[config.mk]
export PLATFORM = sky130hd
export DESIGN_NAME = point_in_polygon_ray_cast_core
export DESIGN_NICKNAME = d
export VERILOG_FILES = /design/src/sv/pip_pkg.sv /design/src/sv/pip_prep.sv /design/src/sv/pip_muldiv.sv /design/src/sv/point_in_polygon_ray_cast_core.sv
export SDC_FILE = /design/constraint.sdc
export NUM_CORES = 1
export LEC_CHECK = 0
export ABC_CLOCK_PERIOD_IN_PS = 15800
export BUFFER_PORTS_ARGS = -buffer_cell sky130_fd_sc_hd__buf_2
export CORE_MARGIN = 5
export CORE_UTILIZATION = 40
export DETAILED_ROUTE_END_ITERATION = 16
export PLACE_DENSITY = 0.54
export SLEW_MARGIN = 10
export SYNTH_ARGS = -nofsm -noshare
export SYNTH_HDL_FRONTEND = slang
export SYNTH_SLANG_ARGS = --single-unit
[constraint.sdc]
create_clock -name clk -period 15.8 [get_ports clk]
set_input_delay 1.58 -clock clk [delete_from_list [all_inputs] [get_ports clk]]
set_output_delay 1.58 -clock clk [all_outputs]
set_load 0.05 [all_outputs]
[src/sv/pip_pkg.sv]
// Shared types and constants for the point-in-polygon crossing-number core.
`timescale 1ns / 1ps

package pip_pkg;

	// width of the reported crossing distance
	localparam int DIST_W = 32;

	// sequencer states for one edge request
	typedef enum logic [2:0] {
		ST_IDLE,
		ST_NUDGE,
		ST_DIFF,
		ST_MAG,
		ST_MUL,
		ST_DIV,
		ST_XC,
		ST_FIN
	} pip_state_t;

	// stage enables from the sequencer to the datapath
	typedef struct packed {
		logic cap;
		logic nudge;
		logic diff;
		logic mag;
		logic mul;
		logic div;
	} pip_ctrl_t;

endpackage

[src/sv/pip_prep.sv]
// Edge preprocessing: capture, vertex nudge, straddle test, differences and magnitudes.
`timescale 1ns / 1ps

module pip_prep import pip_pkg::*; #(
	parameter int COORD_BITS = 32
) (
	input  logic                         clk,
	input  pip_ctrl_t                    ctrl,
	input  logic signed [COORD_BITS-1:0] query_x,
	input  logic signed [COORD_BITS-1:0] query_y,
	input  logic signed [COORD_BITS-1:0] edge_x0,
	input  logic signed [COORD_BITS-1:0] edge_y0,
	input  logic signed [COORD_BITS-1:0] edge_x1,
	input  logic signed [COORD_BITS-1:0] edge_y1,
	input  logic                         last_edge,
	output logic signed [COORD_BITS-1:0] qx,
	output logic signed [COORD_BITS-1:0] x0,
	output logic                         last,
	output logic                         straddle,
	output logic                         neg,
	output logic        [COORD_BITS-1:0] mag_dx,
	output logic        [COORD_BITS:0]   mag_t,
	output logic        [COORD_BITS:0]   mag_dy
);

	localparam int N = COORD_BITS;

	logic signed [N-1:0] qx_q, qy_q, x0_q, y0_q, x1_q, y1_q;
	logic                last_q;
	logic signed [N:0]   y0n_q, y1n_q, dx_q;
	logic signed [N+1:0] t_q, dy_q;
	logic                straddle_q, neg_q;

	logic signed [N:0]   qy_e, y0_e, y1_e, qy_inc;
	logic                below0, below1, above0, above1;
	logic [N:0]          dx_abs;
	logic [N+1:0]        t_abs, dy_abs;

	// hold the request fields
	always_ff @(posedge clk) begin
		if (ctrl.cap) begin
			qx_q   <= query_x;
			qy_q   <= query_y;
			x0_q   <= edge_x0;
			y0_q   <= edge_y0;
			x1_q   <= edge_x1;
			y1_q   <= edge_y1;
			last_q <= last_edge;
		end
	end

	// raise a vertex lying on the ray by one LSB
	always_comb begin
		qy_e   = {qy_q[N-1], qy_q};
		y0_e   = {y0_q[N-1], y0_q};
		y1_e   = {y1_q[N-1], y1_q};
		qy_inc = qy_e + (N+1)'(1);
	end

	always_ff @(posedge clk) begin
		if (ctrl.nudge) begin
			y0n_q <= (y0_q == qy_q) ? qy_inc : y0_e;
			y1n_q <= (y1_q == qy_q) ? qy_inc : y1_e;
			dx_q  <= {x1_q[N-1], x1_q} - {x0_q[N-1], x0_q};
		end
	end

	// test straddle and form signed differences
	always_comb begin
		below0 = y0n_q < qy_e;
		below1 = y1n_q < qy_e;
		above0 = y0n_q > qy_e;
		above1 = y1n_q > qy_e;
	end

	always_ff @(posedge clk) begin
		if (ctrl.diff) begin
			straddle_q <= !((below0 && below1) || (above0 && above1));
			t_q        <= {qy_e[N], qy_e} - {y0n_q[N], y0n_q};
			dy_q       <= {y1n_q[N], y1n_q} - {y0n_q[N], y0n_q};
		end
	end

	// take magnitudes; the sign of the quotient is the xor of the three signs
	always_comb begin
		dx_abs = dx_q[N] ? (~dx_q + (N+1)'(1)) : dx_q;
		t_abs  = t_q[N+1] ? (~t_q + (N+2)'(1)) : t_q;
		dy_abs = dy_q[N+1] ? (~dy_q + (N+2)'(1)) : dy_q;
	end

	always_ff @(posedge clk) begin
		if (ctrl.mag) begin
			neg_q <= dx_q[N] ^ t_q[N+1] ^ dy_q[N+1];
		end
	end

	assign qx       = qx_q;
	assign x0       = x0_q;
	assign last     = last_q;
	assign straddle = straddle_q;
	assign neg      = neg_q;
	assign mag_dx   = dx_abs[N-1:0];
	assign mag_t    = t_abs[N:0];
	assign mag_dy   = dy_abs[N:0];

endmodule

[src/sv/pip_muldiv.sv]
// Bit-serial shift-add multiplier and restoring divider sharing one shift register.
`timescale 1ns / 1ps

module pip_muldiv import pip_pkg::*; #(
	parameter int COORD_BITS = 32
) (
	input  logic                  clk,
	input  pip_ctrl_t             ctrl,
	input  logic [COORD_BITS-1:0] mag_dx,
	input  logic [COORD_BITS:0]   mag_t,
	input  logic [COORD_BITS:0]   mag_dy,
	output logic [COORD_BITS-1:0] quot
);

	localparam int N = COORD_BITS;

	// product / remainder high part and multiplier / quotient low part
	logic [N+1:0] hi_q;
	logic [N-1:0] lo_q;
	logic [N:0]   mt_q, d_q;

	logic [N+1:0] sum, r2, rdiff;
	logic         ge;

	always_comb begin
		sum   = hi_q + {1'b0, (lo_q[0] ? mt_q : '0)};
		r2    = {hi_q[N:0], lo_q[N-1]};
		rdiff = r2 - {1'b0, d_q};
		ge    = r2 >= {1'b0, d_q};
	end

	// load operands, then add-and-shift right, then compare-and-shift left
	always_ff @(posedge clk) begin
		if (ctrl.mag) begin
			hi_q <= '0;
			lo_q <= mag_dx;
			mt_q <= mag_t;
			d_q  <= mag_dy;
		end else if (ctrl.mul) begin
			hi_q <= {1'b0, sum[N+1:1]};
			lo_q <= {sum[0], lo_q[N-1:1]};
		end else if (ctrl.div) begin
			hi_q <= ge ? rdiff : r2;
			lo_q <= {lo_q[N-2:0], ge};
		end
	end

	assign quot = lo_q;

endmodule

[src/sv/point_in_polygon_ray_cast_core.sv]
// Top level of the crossing-number point-in-polygon core: sequencer and parity/distance state.
//
// Usage: send the boundary edges of one polygon as requests on the input
// channel (in_valid / in_stall), each with the query point, and last_edge set
// on the final edge. After that edge one result appears on the output channel
// (out_valid / out_stall): inside_res (odd crossing count at or right of the point),
// any_crossing, and min_distance (least x distance to a crossing, all ones if none).
// The block works on one edge at a time. An edge whose ends lie on one side of
// the query y passes the nudge, difference, magnitude and finish states; an
// edge that straddles it also runs the bit-serial multiply and the bit-serial
// restoring divide, one bit per cycle each, through one shared shift register.
// The result of the last edge is registered; the next polygon's edges are taken
// while it waits. If the result is still stalled when the next last edge
// finishes, that edge holds in its final cycle until the output is taken.
// Reset clears parity, crossing flag, distance (to all ones), the sequencer and
// the output valid.
`timescale 1ns / 1ps

module point_in_polygon_ray_cast_core import pip_pkg::*; #(
	parameter int COORD_BITS = 32
) (
	input  logic                         clk,
	input  logic                         arst_n,
	input  logic                         in_valid,
	output logic                         in_stall,
	input  logic signed [COORD_BITS-1:0] query_x,
	input  logic signed [COORD_BITS-1:0] query_y,
	input  logic signed [COORD_BITS-1:0] edge_x0,
	input  logic signed [COORD_BITS-1:0] edge_y0,
	input  logic signed [COORD_BITS-1:0] edge_x1,
	input  logic signed [COORD_BITS-1:0] edge_y1,
	input  logic                         last_edge,
	output logic                         out_valid,
	input  logic                         out_stall,
	output logic                         inside_res,
	output logic                         any_crossing,
	output logic        [DIST_W-1:0]     min_distance
);

	localparam int N  = COORD_BITS;
	localparam int DW = COORD_BITS + 1;
	localparam int CW = $clog2(COORD_BITS);

	pip_state_t state_q, state_d;
	pip_ctrl_t  ctrl;
	logic [CW-1:0] cnt_q;
	logic          cnt_last;

	logic signed [N-1:0] qx, x0;
	logic                last, straddle, neg;
	logic [N-1:0]        mag_dx, quot;
	logic [N:0]          mag_t, mag_dy;

	logic signed [N+1:0] xc_q;
	logic                par_q, seen_q;
	logic [DIST_W-1:0]   best_q;
	logic                out_valid_q, inside_q, any_q;
	logic [DIST_W-1:0]   min_q;

	logic [N+1:0]        x0_e, q_e, qx_e, dist_full;
	logic [DW-1:0]       dist_lo;
	logic                sat, crossing, fin_ok, fin_go;
	logic [DIST_W-1:0]   d32, best_new;
	logic                par_new, seen_new;

	pip_prep #(.COORD_BITS(COORD_BITS)) u_prep (
		.clk       (clk),
		.ctrl      (ctrl),
		.query_x   (query_x),
		.query_y   (query_y),
		.edge_x0   (edge_x0),
		.edge_y0   (edge_y0),
		.edge_x1   (edge_x1),
		.edge_y1   (edge_y1),
		.last_edge (last_edge),
		.qx        (qx),
		.x0        (x0),
		.last      (last),
		.straddle  (straddle),
		.neg       (neg),
		.mag_dx    (mag_dx),
		.mag_t     (mag_t),
		.mag_dy    (mag_dy)
	);

	pip_muldiv #(.COORD_BITS(COORD_BITS)) u_muldiv (
		.clk    (clk),
		.ctrl   (ctrl),
		.mag_dx (mag_dx),
		.mag_t  (mag_t),
		.mag_dy (mag_dy),
		.quot   (quot)
	);

	assign cnt_last = cnt_q == CW'(N - 1);
	assign fin_ok   = !last || !out_valid_q || !out_stall;
	assign fin_go   = (state_q == ST_FIN) && fin_ok;

	// next state
	always_comb begin
		state_d = state_q;
		unique case (state_q)
			ST_IDLE:  if (in_valid) state_d = ST_NUDGE;
			ST_NUDGE: state_d = ST_DIFF;
			ST_DIFF:  state_d = ST_MAG;
			ST_MAG:   state_d = straddle ? ST_MUL : ST_FIN;
			ST_MUL:   if (cnt_last) state_d = ST_DIV;
			ST_DIV:   if (cnt_last) state_d = ST_XC;
			ST_XC:    state_d = ST_FIN;
			ST_FIN:   if (fin_ok) state_d = ST_IDLE;
			default:  state_d = ST_IDLE;
		endcase
	end

	// stage enables
	always_comb begin
		ctrl       = '0;
		ctrl.cap   = (state_q == ST_IDLE) && in_valid;
		ctrl.nudge = state_q == ST_NUDGE;
		ctrl.diff  = state_q == ST_DIFF;
		ctrl.mag   = state_q == ST_MAG;
		ctrl.mul   = state_q == ST_MUL;
		ctrl.div   = state_q == ST_DIV;
	end

	assign in_stall = state_q != ST_IDLE;

	// advance sequencer and bit counter
	always_ff @(posedge clk or negedge arst_n) begin
		if (!arst_n) begin
			state_q <= ST_IDLE;
			cnt_q   <= '0;
		end else begin
			state_q <= state_d;
			if (ctrl.mag || ((ctrl.mul || ctrl.div) && cnt_last)) begin
				cnt_q <= '0;
			end else if (ctrl.mul || ctrl.div) begin
				cnt_q <= cnt_q + CW'(1);
			end
		end
	end

	// form crossing x from start vertex and signed quotient
	always_comb begin
		x0_e = {{2{x0[N-1]}}, x0};
		q_e  = {2'b00, quot};
		qx_e = {{2{qx[N-1]}}, qx};
	end

	always_ff @(posedge clk) begin
		if (state_q == ST_XC) begin
			xc_q <= neg ? (x0_e - q_e) : (x0_e + q_e);
		end
	end

	// distance, saturation and running minimum
	always_comb begin
		dist_full = xc_q - qx_e;
		dist_lo   = dist_full[DW-1:0];
		crossing  = straddle && !dist_full[N+1];
		sat       = dist_lo > DW'(32'hFFFF_FFFF);
		d32       = sat ? '1 : DIST_W'(dist_lo);
		par_new   = par_q ^ crossing;
		seen_new  = seen_q | crossing;
		best_new  = (crossing && (d32 < best_q)) ? d32 : best_q;
	end

	// update running state; clear it after the last edge
	always_ff @(posedge clk or negedge arst_n) begin
		if (!arst_n) begin
			par_q  <= 1'b0;
			seen_q <= 1'b0;
			best_q <= '1;
		end else if (fin_go) begin
			if (last) begin
				par_q  <= 1'b0;
				seen_q <= 1'b0;
				best_q <= '1;
			end else begin
				par_q  <= par_new;
				seen_q <= seen_new;
				best_q <= best_new;
			end
		end
	end

	// hold the result until the receiver takes it
	always_ff @(posedge clk or negedge arst_n) begin
		if (!arst_n) begin
			out_valid_q <= 1'b0;
		end else if (fin_go && last) begin
			out_valid_q <= 1'b1;
		end else if (!out_stall) begin
			out_valid_q <= 1'b0;
		end
	end

	always_ff @(posedge clk) begin
		if (fin_go && last) begin
			inside_q <= par_new;
			any_q    <= seen_new;
			min_q    <= best_new;
		end
	end

	assign out_valid    = out_valid_q;
	assign inside_res   = inside_q;
	assign any_crossing = any_q;
	assign min_distance = min_q;

endmodule

==> key figures, run 1 <==
Logic synthesis
  – Number of flops mapped to enable cells by yosys: 528
  – Mapped Nets: 4105
  – Largest area contributor in the synthesized netlist: sky130_fd_sc_hd__edfxtp_1
  – Average instance area after synthesis: 10.6 um2
  – Area fraction of the dominant cell type after synthesis: 41.5%
  – Sequential area share after synthesis: 46.2%
  – Async set-reset flop share out of synthesis: 7.11%
  – Main flop type after synthesis: sky130_fd_sc_hd__edfxtp_1
  – Distinct cell type count after synthesis: 80
  – Cell Area, Synth: 38200 um2
  – Area contributors post-synth: sky130_fd_sc_hd__edfxtp_1 (42%), sky130_fd_sc_hd__ha_1 (9.9%), sky130_fd_sc_hd__xnor2_1 (5.4%), sky130_fd_sc_hd__xor2_1 (3.9%), sky130_fd_sc_hd__a21oi_1 (3.2%)
  – Cell count after synthesis: 3599
  – Synthesis warning total: 0
  – Yosys reg bits: 605

Critical path
  – Maximum net fanout on the critical path: 51
  – R2R Path End: best_q[25]
  – Critical path type: flop to flop
  – Arrival @ worst endpoint: 7.87 ns
  – Worst Reg2Reg Path Length in Cells: 29
  – Setup crit start: xc_q[0]
  – Critical-path cell with the highest stage delay: sky130_fd_sc_hd__o32ai_1
  – Setup crit end kind: flop
  – Startpoint types: flop
  – Origin of the critical flop-to-flop path: xc_q[0]
  – Reg2Reg Setup Slack: 8.51 ns
  – Stage delay of the slowest cell on the critical path: 0.47 ns
  – Required time at the endpoint of the critical path: 16.37 ns

STA
  – Hold Vio Cnt, Final: 0
  – Setup repair after global routing missed its margin: false
  – Worst Skew: 0.0318 ns
  – Shortest period the worst path allows: 7.29 ns
  – Transition time at the pin with the least slew margin: 1.13 ns
  – Setup violations, final: 0
  – Tightest slew margin relative to the limit: 24.8%
  – Total count of max-transition violations in the final report: 0
  – Final period utilization: 46.2%
  – Fmax: 137 MHz
  – Sum of negative setup slack: 0 ns

Die
  – Starting density of the core: 40.2%
  – DIE AREA: 102000 um2
  – Top-level I/O count: 233
  – Die outline width: 319 um
  – Count of standard-cell rows: 113
  – Die height: 319 um
  – Area of the core: 94900 um2

Power
  – Leakage power: 17.1 nW
  – Power density of the placed cells: 78.3 nW/um2
  – Post-layout total power: 3.37 mW
  – Largest vdd supply drop: 0.0849 mV

Routing
  – 1st-iter DRT viols: 1959
  – Antenna-violating nets left: 0
  – DRC viols: 0
  – Total vias in the final route: 26.8k
  – Detailed-router iteration count before antenna repair: 5
  – DR vias/cell: 5.20
  – Wire length per cell: 18.7 um
  – Final wirelength: 96500 um

GRT
  – Overflow left after global routing: 0
  – Maximum number of pins on one net before global-route repair: 71
  – Initial antenna violation count: 2
  – Global-route usage over all layers: 18.6%
  – First-pass GRT wire length: 151000 um
  – Number of global-route vias before repair: 26.2k

Hold path
  – Hold Crit Depth: 2
  – Class of the tightest hold or removal check: flop to flop
  – WHS Endpoint: u_muldiv.hi_q[33]
  – Startpoint of the lowest-slack hold path: u_muldiv.hi_q[33]

Clocking
  – Clock network latency to the later pin of the worst-skew pair: 0.63 ns
  – Total of hold buffers inserted after clock tree synthesis: 0
  – Buffer levels on the longest clock path: 3
  – Level count of the clock H-tree: 3
  – Clock transition at the registers of the reported paths: 0.06 ns
  – CTS tree: built
  – Post-CTS setup buffer count: 0
  – Clock Root Buffer: sky130_fd_sc_hd__clkbuf_16
  – Clock tree sinks: 605
  – Total clock buffers created by CTS: 71
  – Post-cts repair resize count: 0

Final layout
  – Proportion of layout cells with a drive suffix above 1: 13.9%
  – Number of fillers in the final layout: 8977
  – Area Overhead vs Synth: 12.9%
  – Final-stage net count: 4343

Placed design
  – Port buffer count: 232
  – Routability cong.: 0.886
  – HPWL after detailed placement: 74900 um

Job
  – Number of maximum-capacitance constraint violations: 0

Run status
  – Run status: complete, no violations
-- cell usage in the layout, fill, tap and decap left out, types with 25 or more instances in the layout --
master,n
sky130_fd_sc_hd__edfxtp_1,528
sky130_fd_sc_hd__ha_1,302
sky130_fd_sc_hd__inv_1,279
sky130_fd_sc_hd__a21oi_1,244
sky130_fd_sc_hd__xnor2_1,237
sky130_fd_sc_hd__buf_2,232
sky130_fd_sc_hd__o21ai_0,212
sky130_fd_sc_hd__nor2_1,179
sky130_fd_sc_hd__nand2_1,176
sky130_fd_sc_hd__xor2_1,171
sky130_fd_sc_hd__a21o_1,133
sky130_fd_sc_hd__mux2_2,95
sky130_fd_sc_hd__clkbuf_16,73
sky130_fd_sc_hd__nand3_1,65
sky130_fd_sc_hd__nor3_1,64
sky130_fd_sc_hd__o21a_1,49
sky130_fd_sc_hd__and2_1,43
sky130_fd_sc_hd__o21ai_1,40
sky130_fd_sc_hd__nand2b_1,39
sky130_fd_sc_hd__nor2b_1,37
sky130_fd_sc_hd__nand4_1,36
sky130_fd_sc_hd__o22a_1,34
sky130_fd_sc_hd__dfxtp_1,34
sky130_fd_sc_hd__o31ai_1,33
sky130_fd_sc_hd__a22oi_1,32
sky130_fd_sc_hd__dfstp_2,32
sky130_fd_sc_hd__nor4_1,31
sky130_fd_sc_hd__and3_1,31
sky130_fd_sc_hd__a31oi_1,29
sky130_fd_sc_hd__buf_4,29
sky130_fd_sc_hd__or3_1,25
sky130_fd_sc_hd__a211oi_1,25
-- synth_stat cells, types with 43 or more instances --
cell,number
sky130_fd_sc_hd__and2_1,43
sky130_fd_sc_hd__mux2_2,95
sky130_fd_sc_hd__nor3_1,66
sky130_fd_sc_hd__nand3_1,65
sky130_fd_sc_hd__a21oi_1,244
sky130_fd_sc_hd__a21o_1,133
sky130_fd_sc_hd__clkbuf_1,88
sky130_fd_sc_hd__nand2_1,176
sky130_fd_sc_hd__xnor2_1,237
sky130_fd_sc_hd__o21ai_0,212
sky130_fd_sc_hd__xor2_1,172
sky130_fd_sc_hd__inv_1,280
sky130_fd_sc_hd__o21a_1,50
sky130_fd_sc_hd__edfxtp_1,528
sky130_fd_sc_hd__ha_1,302
sky130_fd_sc_hd__nor2_1,184
-- metrics by stage --
step | cells | worst slack (ns) | hold WS, ns | cell area, um2 | util (%)
3_3_place_gp | 5029 | 8.46 | 0.458 | 40800 | 43.0
3_5_place_dp | 5029 | 8.45 | 0.460 | 40800 | 43.0
5_1_grt | 5155 | 7.98 | 0.501 | 43100 | 45.4
6_report | 5156 | 8.51 | 0.465 | 43100 | 45.4
2_1_floorplan | 3599 | 9.18 | 0.441 | 38200 | -
4_1_cts | 5155 | 8.42 | 0.469 | 43100 | 45.4
-- worst max-delay path by stage --
stage	endpoint	slack, ns	cells past startpoint
floorplan	u_prep.last	9.18	1
global placement	best_q[25]	8.46	29
detailed placement	best_q[25]	8.45	29
CTS	best_q[25]	8.42	29
global route	best_q[9]	7.98	29
finish	best_q[25]	8.51	29
-- sequential cells by signal, summed over array words and instances, names as in the netlist, 33 cells and up --
name / count
u_prep.y0n_q: 33
u_muldiv.d_q: 33
u_prep.dx_q: 33
u_prep.t_q: 34
u_muldiv.mt_q: 33
u_prep.y1n_q: 33
u_prep.dy_q: 34
u_muldiv.hi_q: 34
xc_q: 34
-- where the power goes --
part / total, mW / switching [mW] / internal [mW]
Sequential: 1.72 / 0 / 1.72
Clock: 1.62 / 0.670 / 0.952
Combinational: 0.0295 / 0.0126 / 0.0168
Total: 3.37 / 0.683 / 2.69
-- critical path, delay by kind of cell, from the launching register on --
family,cells,cell delay [ns]
fa+ha+maj,3,0.86
compound gates,15,3.53
xor+xnor,1,0.31
buf+inv,5,1.21
simple gates,5,0.93
flops,1,0.35
-- final cells by class --
cell class	count	area, um2	area share, %
multi-input combinational	2617	19200	44.5
sequential	605	17700	41.0
clock buffer	90	1900	4.41
tap	1265	1580	3.67
timing repair buffer	261	1380	3.20
inverter	281	1050	2.45
clock inverter	36	360	0.836
antenna	1	2.50	0.00581
-- cells by family (layout without fill, tap and decap cells) --
logic type,after synthesis,count (layout),share of synthesized area (%)
compound gates,978,978,16.4
xor+xnor,409,409,9.39
fa+ha+maj,309,309,10.3
buf+inv,377,668,3.71
flops,605,605,46.2
mux,112,112,3.25
other cells,0,1,0
simple gates,809,809,10.8
-- per-layer routing --
| layer | track usage (%) | up-vias | routed length, um |
|---|---|---|---|
| li1 | - | 13770 | - |
| met1 | 28.2 | 12396 | 49400 |
| met2 | 27.7 | 505 | 40500 |
| met3 | 2.76 | 126 | 4100 |
| met4 | 5.29 | 0 | 2490 |
| met5 | 0 | - | 0 |
Note: power is estimated with default switching activity, not from simulation.
==> run 2, diff against run 1 <==
--- a/config.mk
+++ b/config.mk
@@ -5,7 +5,8 @@
 export SDC_FILE = /design/constraint.sdc
 export NUM_CORES = 1
 export LEC_CHECK = 0
-export ABC_CLOCK_PERIOD_IN_PS = 15800
+export ABC_AREA = 1
+export ABC_CLOCK_PERIOD_IN_PS = 6850
 export BUFFER_PORTS_ARGS = -buffer_cell sky130_fd_sc_hd__buf_2
 export CORE_MARGIN = 5
 export CORE_UTILIZATION = 40
==> constraint.sdc (replaced) <==
create_clock -name clk -period 6.85 [get_ports clk]
set_input_delay 0.685 -clock clk [delete_from_list [all_inputs] [get_ports clk]]
set_output_delay 0.685 -clock clk [all_outputs]
set_load 0.05 [all_outputs]
==> run 2 against run 1 <==
Sequential share of layout area shrank 2.1 points. Critical path depth is 5 lower. Clock power rose to 2.5 times the previous value. Worst setup slack worse by 7.0 ns. Routed wire length grew 12%. Die area increased by 5.0%. Total power grew to 6.3 times the previous value. Largest cell class unchanged. Highest routed layer is now met5.
==> key figures, run 2 <==
Routing
  – Final wirelength: 108000 um
  – 1st-iter DRT viols: 2067
  – Total vias in the final route: 31.6k
  – Antenna-violating nets left: 0
  – DR vias/cell: 5.06
  – Detailed-router iteration count before antenna repair: 6
  – Wire length per cell: 17.3 um
  – DRC viols: 0

Placed design
  – Area of placed instances: 42800 um2
  – HPWL after detailed placement: 87000 um
  – Routability cong.: 0.899
  – Port buffer count: 232
  – Post-placement cell count: 6107

Logic synthesis
  – Cell count after synthesis: 4636
  – Average instance area after synthesis: 8.66 um2
  – Number of flops mapped to enable cells by yosys: 528
  – Area fraction of the dominant cell type after synthesis: 39.5%
  – Synthesis warning total: 0
  – Cell Area, Synth: 40200 um2
  – Dominant cell by count in the synthesized netlist: sky130_fd_sc_hd__nand2_1
  – Largest area contributor in the synthesized netlist: sky130_fd_sc_hd__edfxtp_1
  – Area contributors post-synth: sky130_fd_sc_hd__edfxtp_1 (39%), sky130_fd_sc_hd__ha_1 (9.4%), sky130_fd_sc_hd__nand2_1 (7.4%), sky130_fd_sc_hd__inv_1 (6.9%), sky130_fd_sc_hd__xor2_1 (4.8%)
  – Mapped Nets: 5142
  – Async set-reset flop share out of synthesis: 7.11%
  – Main flop type after synthesis: sky130_fd_sc_hd__edfxtp_1
  – Synth cell count leaders: sky130_fd_sc_hd__nand2_1 (790), sky130_fd_sc_hd__inv_1 (735), sky130_fd_sc_hd__edfxtp_1 (528)
  – Sequential area share after synthesis: 44.0%
  – Distinct cell type count after synthesis: 68
  – Yosys reg bits: 605

STA
  – Shortest period the worst path allows: 5.32 ns
  – Sum of negative setup slack: 0 ns
  – Final worst hold slack: 0.154 ns
  – Setup repair after global routing missed its margin: false
  – Worst Skew: 0.0372 ns
  – Final period utilization: 77.7%
  – Tightest slew margin relative to the limit: 29.1%
  – Fmax: 188 MHz
  – Hold Vio Cnt, Final: 0
  – Transition time at the pin with the least slew margin: 1.06 ns
  – Total count of max-transition violations in the final report: 0
  – Setup violations, final: 0

Power
  – Part of the total power dissipated in combinational logic: 50.4%
  – Post-layout total power: 21.4 mW
  – Internal power summed over all cells: 12.0 mW
  – Leakage power: 20.0 nW
  – Sequential power share: 30.5%
  – Clk pwr share: 19.1%
  – Switching portion of total power: 44.0%
  – Sw power: 9.42 mW
  – Largest vdd supply drop: 0.213 mV
  – Power density of the placed cells: 472 nW/um2

Run status
  – Run status: complete, no violations

Die
  – DIE AREA: 107000 um2
  – Top-level I/O count: 233
  – Starting density of the core: 40.2%
  – Area of the core: 99900 um2
  – Count of standard-cell rows: 116
  – Die outline width: 327 um
  – Die height: 327 um

GRT
  – Maximum number of pins on one net before global-route repair: 149
  – Initial antenna violation count: 1
  – First-pass GRT wire length: 170000 um
  – Overflow left after global routing: 0
  – Number of global-route vias before repair: 30.8k
  – Global-route usage over all layers: 19.9%

Final layout
  – Area Overhead vs Synth: 13.0%
  – Diodes inserted: 0
  – Post-layout instance area: 45400 um2
  – Number of non-filler instances in the completed layout: 6241
  – Proportion of layout cells with a drive suffix above 1: 9.79%
  – Commonest cells after routing, fill and taps aside: sky130_fd_sc_hd__nand2_1 (790), sky130_fd_sc_hd__inv_1 (735), sky130_fd_sc_hd__edfxtp_1 (528)
  – Leading cell type in the layout, fill and taps excluded: sky130_fd_sc_hd__nand2_1
  – Final-stage net count: 5390

Clocking
  – Total of hold buffers inserted after clock tree synthesis: 0
  – Clock Root Buffer: sky130_fd_sc_hd__clkbuf_16
  – CTS tree: built
  – Level count of the clock H-tree: 3
  – Post-cts repair resize count: 0
  – Post-CTS setup buffer count: 0
  – Clock network latency to the later pin of the worst-skew pair: 0.66 ns
  – Clock tree sinks: 605
  – Total clock buffers created by CTS: 73
  – Buffer levels on the longest clock path: 3
  – Clock transition at the registers of the reported paths: 0.06 ns

Critical path
  – Arrival @ worst endpoint: 5.72 ns
  – Required time at the endpoint of the critical path: 7.25 ns
  – Maximum net fanout on the critical path: 33
  – Critical path type: flop to flop
  – Startpoint types: flop
  – Setup crit end kind: flop

Hold path
  – Class of the tightest hold or removal check: primary input to async pin

Job
  – Number of maximum-capacitance constraint violations: 0
==> run 2: changes by cell type in the layout (fill, tap and decap cells not counted), sizes merged, moves of 39 or more <==
cell / change
nand2: +643
inv: +455
nor2: +146
a21oi: +136
nand3: +131
a21o: -115
xnor2: -115
o21ai: +101
mux2: -96
xor2: +48
nand2b: -39
==> run 2: final timing paths <==
path                            start  slack [ns]         endpoint  cells past startpoint
max reg2reg                   xc_q[0]        1.53  min_distance[0]                     24
max in group asynchronous      arst_n        6.26         cnt_q[1]                      2
min reg2reg                     par_q        0.52            par_q                      2
min in group clk           edge_y0[4]        0.20   u_prep.y0_q[4]                      1
min                            arst_n        0.15        out_valid                      2
max                           xc_q[0]        1.53  min_distance[0]                     24
==> run 2: logic make-up after synthesis <==
family	share of synthesized area, %
fa+ha+maj	9.76
buf+inv	7.83
xor+xnor	7.46
compound gates	13.9
flops	44.0
simple gates	17.1
==> run 2: metal layers <==
layer | track usage (%) | vias up | wire (um)
met3 | 3.02 | 154 | 4810
met2 | 31.0 | 691 | 46800
met1 | 28.5 | 14392 | 52800
li1 | - | 16336 | -
met4 | 6.65 | 2 | 3860
met5 | 0 | - | 13
==> run 2: critical path, cell delays in order (launching register included) <==
cell	delay, ns
sky130_fd_sc_hd__edfxtp_1	0.35
sky130_fd_sc_hd__inv_1	0.06
sky130_fd_sc_hd__ha_1	0.13
sky130_fd_sc_hd__inv_1	0.08
sky130_fd_sc_hd__fa_1	0.43
sky130_fd_sc_hd__nand3_2	0.11
sky130_fd_sc_hd__nand3_2	0.08
sky130_fd_sc_hd__nand2_1	0.09
sky130_fd_sc_hd__nand2_2	0.07
sky130_fd_sc_hd__a21oi_1	0.22
sky130_fd_sc_hd__o21ai_1	0.14
sky130_fd_sc_hd__a21oi_1	0.35
sky130_fd_sc_hd__o21ai_1	0.17
sky130_fd_sc_hd__nand2_1	0.12
sky130_fd_sc_hd__a21oi_1	0.07
sky130_fd_sc_hd__nor3_1	0.27
sky130_fd_sc_hd__inv_1	0.09
sky130_fd_sc_hd__ha_1	0.28
sky130_fd_sc_hd__nand2_1	0.05
sky130_fd_sc_hd__nor3_1	0.27
sky130_fd_sc_hd__nor4b_1	0.48
sky130_fd_sc_hd__nand2_4	0.34
sky130_fd_sc_hd__nand2_4	0.51
sky130_fd_sc_hd__nand2_1	0.13
sky130_fd_sc_hd__and2_1	0.16
==> run 2: power by group through the flow <==
stage / Combinational [mW] / Clock, mW / Sequential, mW
6_report: 10.8 / 4.08 / 6.53
5_1_grt: 12.3 / 4.35 / 6.64
4_1_cts: 10.8 / 4.19 / 6.52
3_5_place_dp: 10.8 / 0 / 6.59
3_3_place_gp: 10.7 / 0 / 6.57
2_1_floorplan: 8.12 / 0 / 6.44
==> run 2: stage by stage <==
| stage | utilization [%] | setup slack (ns) |
|---|---|---|
| 6_report | 45.5 | 1.53 |
| 5_1_grt | 45.5 | 0.845 |
| 4_1_cts | 45.5 | 1.49 |
| 3_5_place_dp | 42.9 | 1.50 |
| 3_3_place_gp | 42.9 | 1.60 |
| 2_1_floorplan | - | 0.394 |
==> run 2: final cells by class <==
class                   count  area, um2
flip-flops and latches    605      17700
inverters                 742       2790
clock buffers              89       1920
multi-input cells        3205      19400
fillers                  9754      54500
clock inverters            45        641
well taps                1298       1620
repair buffers            257       1360
==> run 3, diff against run 2 <==
--- a/config.mk
+++ b/config.mk
@@ -5,13 +5,13 @@
 export SDC_FILE = /design/constraint.sdc
 export NUM_CORES = 1
 export LEC_CHECK = 0
-export ABC_AREA = 1
-export ABC_CLOCK_PERIOD_IN_PS = 6850
+export ABC_AREA = 0
+export ABC_CLOCK_PERIOD_IN_PS = 4800
 export BUFFER_PORTS_ARGS = -buffer_cell sky130_fd_sc_hd__buf_2
 export CORE_MARGIN = 5
 export CORE_UTILIZATION = 40
 export DETAILED_ROUTE_END_ITERATION = 16
-export PLACE_DENSITY = 0.54
+export PLACE_DENSITY = 0.56
 export SLEW_MARGIN = 10
 export SYNTH_ARGS = -nofsm -noshare
 export SYNTH_HDL_FRONTEND = slang
==> constraint.sdc (replaced) <==
create_clock -name clk -period 4.8 [get_ports clk]
set_input_delay 0.48 -clock clk [delete_from_list [all_inputs] [get_ports clk]]
set_output_delay 0.48 -clock clk [all_outputs]
set_load 0.05 [all_outputs]
==> run 3 against run 2 <==
Count of clock-buffer cells in the layout is 1 higher. Sequential power down 13%. The flow now finishes with violations (setup timing). Sequential share of layout area shrank 1.3 points. Final area increased by 3.4%. Register-to-register slack worse by 2.0 ns. First-iteration DRC count shrank 18%. Largest power group is now registers. Non-clock buffer count up 348. Worst hold slack worse by 0.11 ns.
==> key figures, run 3 (same netlist as run 1, synthesis figures left out) <==
Final layout
  – Post-layout instance area: 46900 um2
  – Leading cell type in the layout, fill and taps excluded: sky130_fd_sc_hd__edfxtp_1
  – Final-stage net count: 4687
  – Commonest cells after routing, fill and taps aside: sky130_fd_sc_hd__edfxtp_1 (528), sky130_fd_sc_hd__ha_1 (290), sky130_fd_sc_hd__inv_1 (278)
  – Number of non-filler instances in the completed layout: 5503
  – Area Overhead vs Synth: 23.0%
  – Number of fillers in the final layout: 8541
  – Proportion of layout cells with a drive suffix above 1: 18.4%

Critical path
  – Required time at the endpoint of the critical path: 5.16 ns
  – Maximum net fanout on the critical path: 5
  – Startpoint types: flop
  – Setup crit end kind: flop
  – Critical path type: flop to flop
  – Arrival @ worst endpoint: 5.66 ns
  – Reg2Reg Setup Slack: -0.51 ns

Die
  – Count of standard-cell rows: 113
  – Die outline width: 319 um
  – Area of the core: 94900 um2
  – Die height: 319 um
  – Top-level I/O count: 233
  – DIE AREA: 102000 um2
  – Starting density of the core: 40.2%

Run status
  – Failing checks: setup timing
  – Run status: finished, violations left

Routing
  – Total vias in the final route: 28.3k
  – Wire length per cell: 18.2 um
  – Final wirelength: 100000 um
  – Detailed-router iteration count before antenna repair: 5
  – DRC viols: 0
  – 1st-iter DRT viols: 1693
  – Antenna-violating nets left: 0
  – DR vias/cell: 5.14

STA
  – Transition time at the pin with the least slew margin: 1.09 ns
  – Total count of max-transition violations in the final report: 0
  – Fmax: 188 MHz
  – Final worst hold slack: 0.0457 ns
  – Setup repair after global routing missed its margin: true
  – Setup violations, final: 64
  – Sum of negative setup slack: -24.78 ns
  – Final period utilization: 111%
  – Final worst setup slack: -0.506 ns
  – Worst Skew: 0.0397 ns
  – Tightest slew margin relative to the limit: 27.7%
  – Hold Vio Cnt, Final: 0
  – Shortest period the worst path allows: 5.31 ns

Placed design
  – Post-placement cell count: 5180
  – Routability cong.: 0.904
  – Port buffer count: 232
  – HPWL after detailed placement: 76200 um
  – Area of placed instances: 42200 um2

GRT
  – Global-route usage over all layers: 19.2%
  – Number of global-route vias before repair: 28.1k
  – First-pass GRT wire length: 158000 um
  – Maximum number of pins on one net before global-route repair: 75
  – Initial antenna violation count: 1
  – Overflow left after global routing: 0

Power
  – Largest vdd supply drop: 0.263 mV
  – Leakage power: 18.9 nW
  – Power density of the placed cells: 242 nW/um2

Job
  – Number of maximum-capacitance constraint violations: 0

Clocking
  – Clock network latency to the later pin of the worst-skew pair: 0.65 ns
  – CTS tree: built
  – Buffer levels on the longest clock path: 3
  – Clock transition at the registers of the reported paths: 0.06 ns
  – Clock Root Buffer: sky130_fd_sc_hd__clkbuf_16
  – Clock tree sinks: 605
  – Level count of the clock H-tree: 3
  – Total clock buffers created by CTS: 71

Hold path
  – Class of the tightest hold or removal check: primary input to async pin
==> run 3: routing by layer <==
layer / global-route usage (%) / part of all wire (%)
met1: 27.8 / 49
met2: 30.0 / 44
met3: 2.50 / 3.6
met4: 6.21 / 3.2
met5: 0 / 0
==> run 3: timing repair <==
| action | 4_1_cts | 5_1_grt |
|---|---|---|
| hold buffers | 172 | 0 |
| cloned | 4 | 1 |
| setup endpoints to repair | 64 | 67 |
| gates resized for setup | 58 | 36 |
| setup buffers | 12 | 9 |
| endpoints found under the hold margin | 172 | 0 |
| pin swaps | 16 | 9 |
==> run 3: worst max-delay path, stage by stage, from the launching register on <==
cell and delay, ns:
sky130_fd_sc_hd__edfxtp_1 0.35, sky130_fd_sc_hd__inv_1 0.06, sky130_fd_sc_hd__ha_2 0.17, sky130_fd_sc_hd__inv_2 0.04, sky130_fd_sc_hd__fa_2 0.34, sky130_fd_sc_hd__a211oi_2 0.24
sky130_fd_sc_hd__o21a_1 0.17, sky130_fd_sc_hd__o211ai_1 0.11, sky130_fd_sc_hd__nand4_1 0.14, sky130_fd_sc_hd__nor2_2 0.07, sky130_fd_sc_hd__o32ai_4 0.27, sky130_fd_sc_hd__o221ai_4 0.15
sky130_fd_sc_hd__nor2_4 0.19, sky130_fd_sc_hd__xnor2_2 0.11, sky130_fd_sc_hd__or2_4 0.29, sky130_fd_sc_hd__ha_4 0.22, sky130_fd_sc_hd__a21o_1 0.15, sky130_fd_sc_hd__a21o_1 0.16
sky130_fd_sc_hd__a21oi_2 0.11, sky130_fd_sc_hd__o21ai_1 0.08, sky130_fd_sc_hd__a211oi_2 0.27, sky130_fd_sc_hd__nor2_1 0.10, sky130_fd_sc_hd__a2111oi_2 0.23, sky130_fd_sc_hd__o211ai_1 0.19
sky130_fd_sc_hd__a31oi_4 0.21, sky130_fd_sc_hd__buf_6 0.17, sky130_fd_sc_hd__buf_12 0.13, sky130_fd_sc_hd__mux2_4 0.30
==> run 3: report_power, final <==
group / internal (mW) / total [mW] / switching [mW]
clock: 3.21 / 5.50 / 2.29
sequential: 5.67 / 5.67 / 0
combinational: 0.147 / 0.211 / 0.0644
==> run 3: path summary, 6_finish.rpt <==
path                                        start                 to  cells after the start
worst max-delay path                      xc_q[0]    min_distance[6]                     27
worst min-delay path                       arst_n          out_valid                      1
worst max register to register            xc_q[0]    min_distance[6]                     27
worst min register to register  u_muldiv.hi_q[33]  u_muldiv.hi_q[33]                      2
max in group asynchronous                  arst_n         state_q[0]                      1
min in group clk                      query_y[17]    u_prep.qy_q[17]                      1
==> run 3: cell type report <==
class / count / area (um2) / share of cell area (%)
Sequential cell: 605 / 17700 / 37.6
Clock inverter: 39 / 495 / 1.06
Timing Repair Buffer: 605 / 4610 / 9.83
Tap cell: 1265 / 1580 / 3.37
Clock buffer: 90 / 1890 / 4.02
Multi-Input combinational cell: 2617 / 19600 / 41.9
Antenna cell: 1 / 2.50 / 0.00533
Inverter: 281 / 1050 / 2.25
==> run 3: through the flow <==
stage	utilization [%]	power, mW	setup slack [ns]
after floorplan	-	5.78	-0.511
after global placement	44.5	5.88	-0.865
after detailed placement	44.5	5.87	-0.883
after CTS	49.3	11.5	-0.566
after global routing	49.5	11.7	-0.819
final	49.5	11.4	-0.506
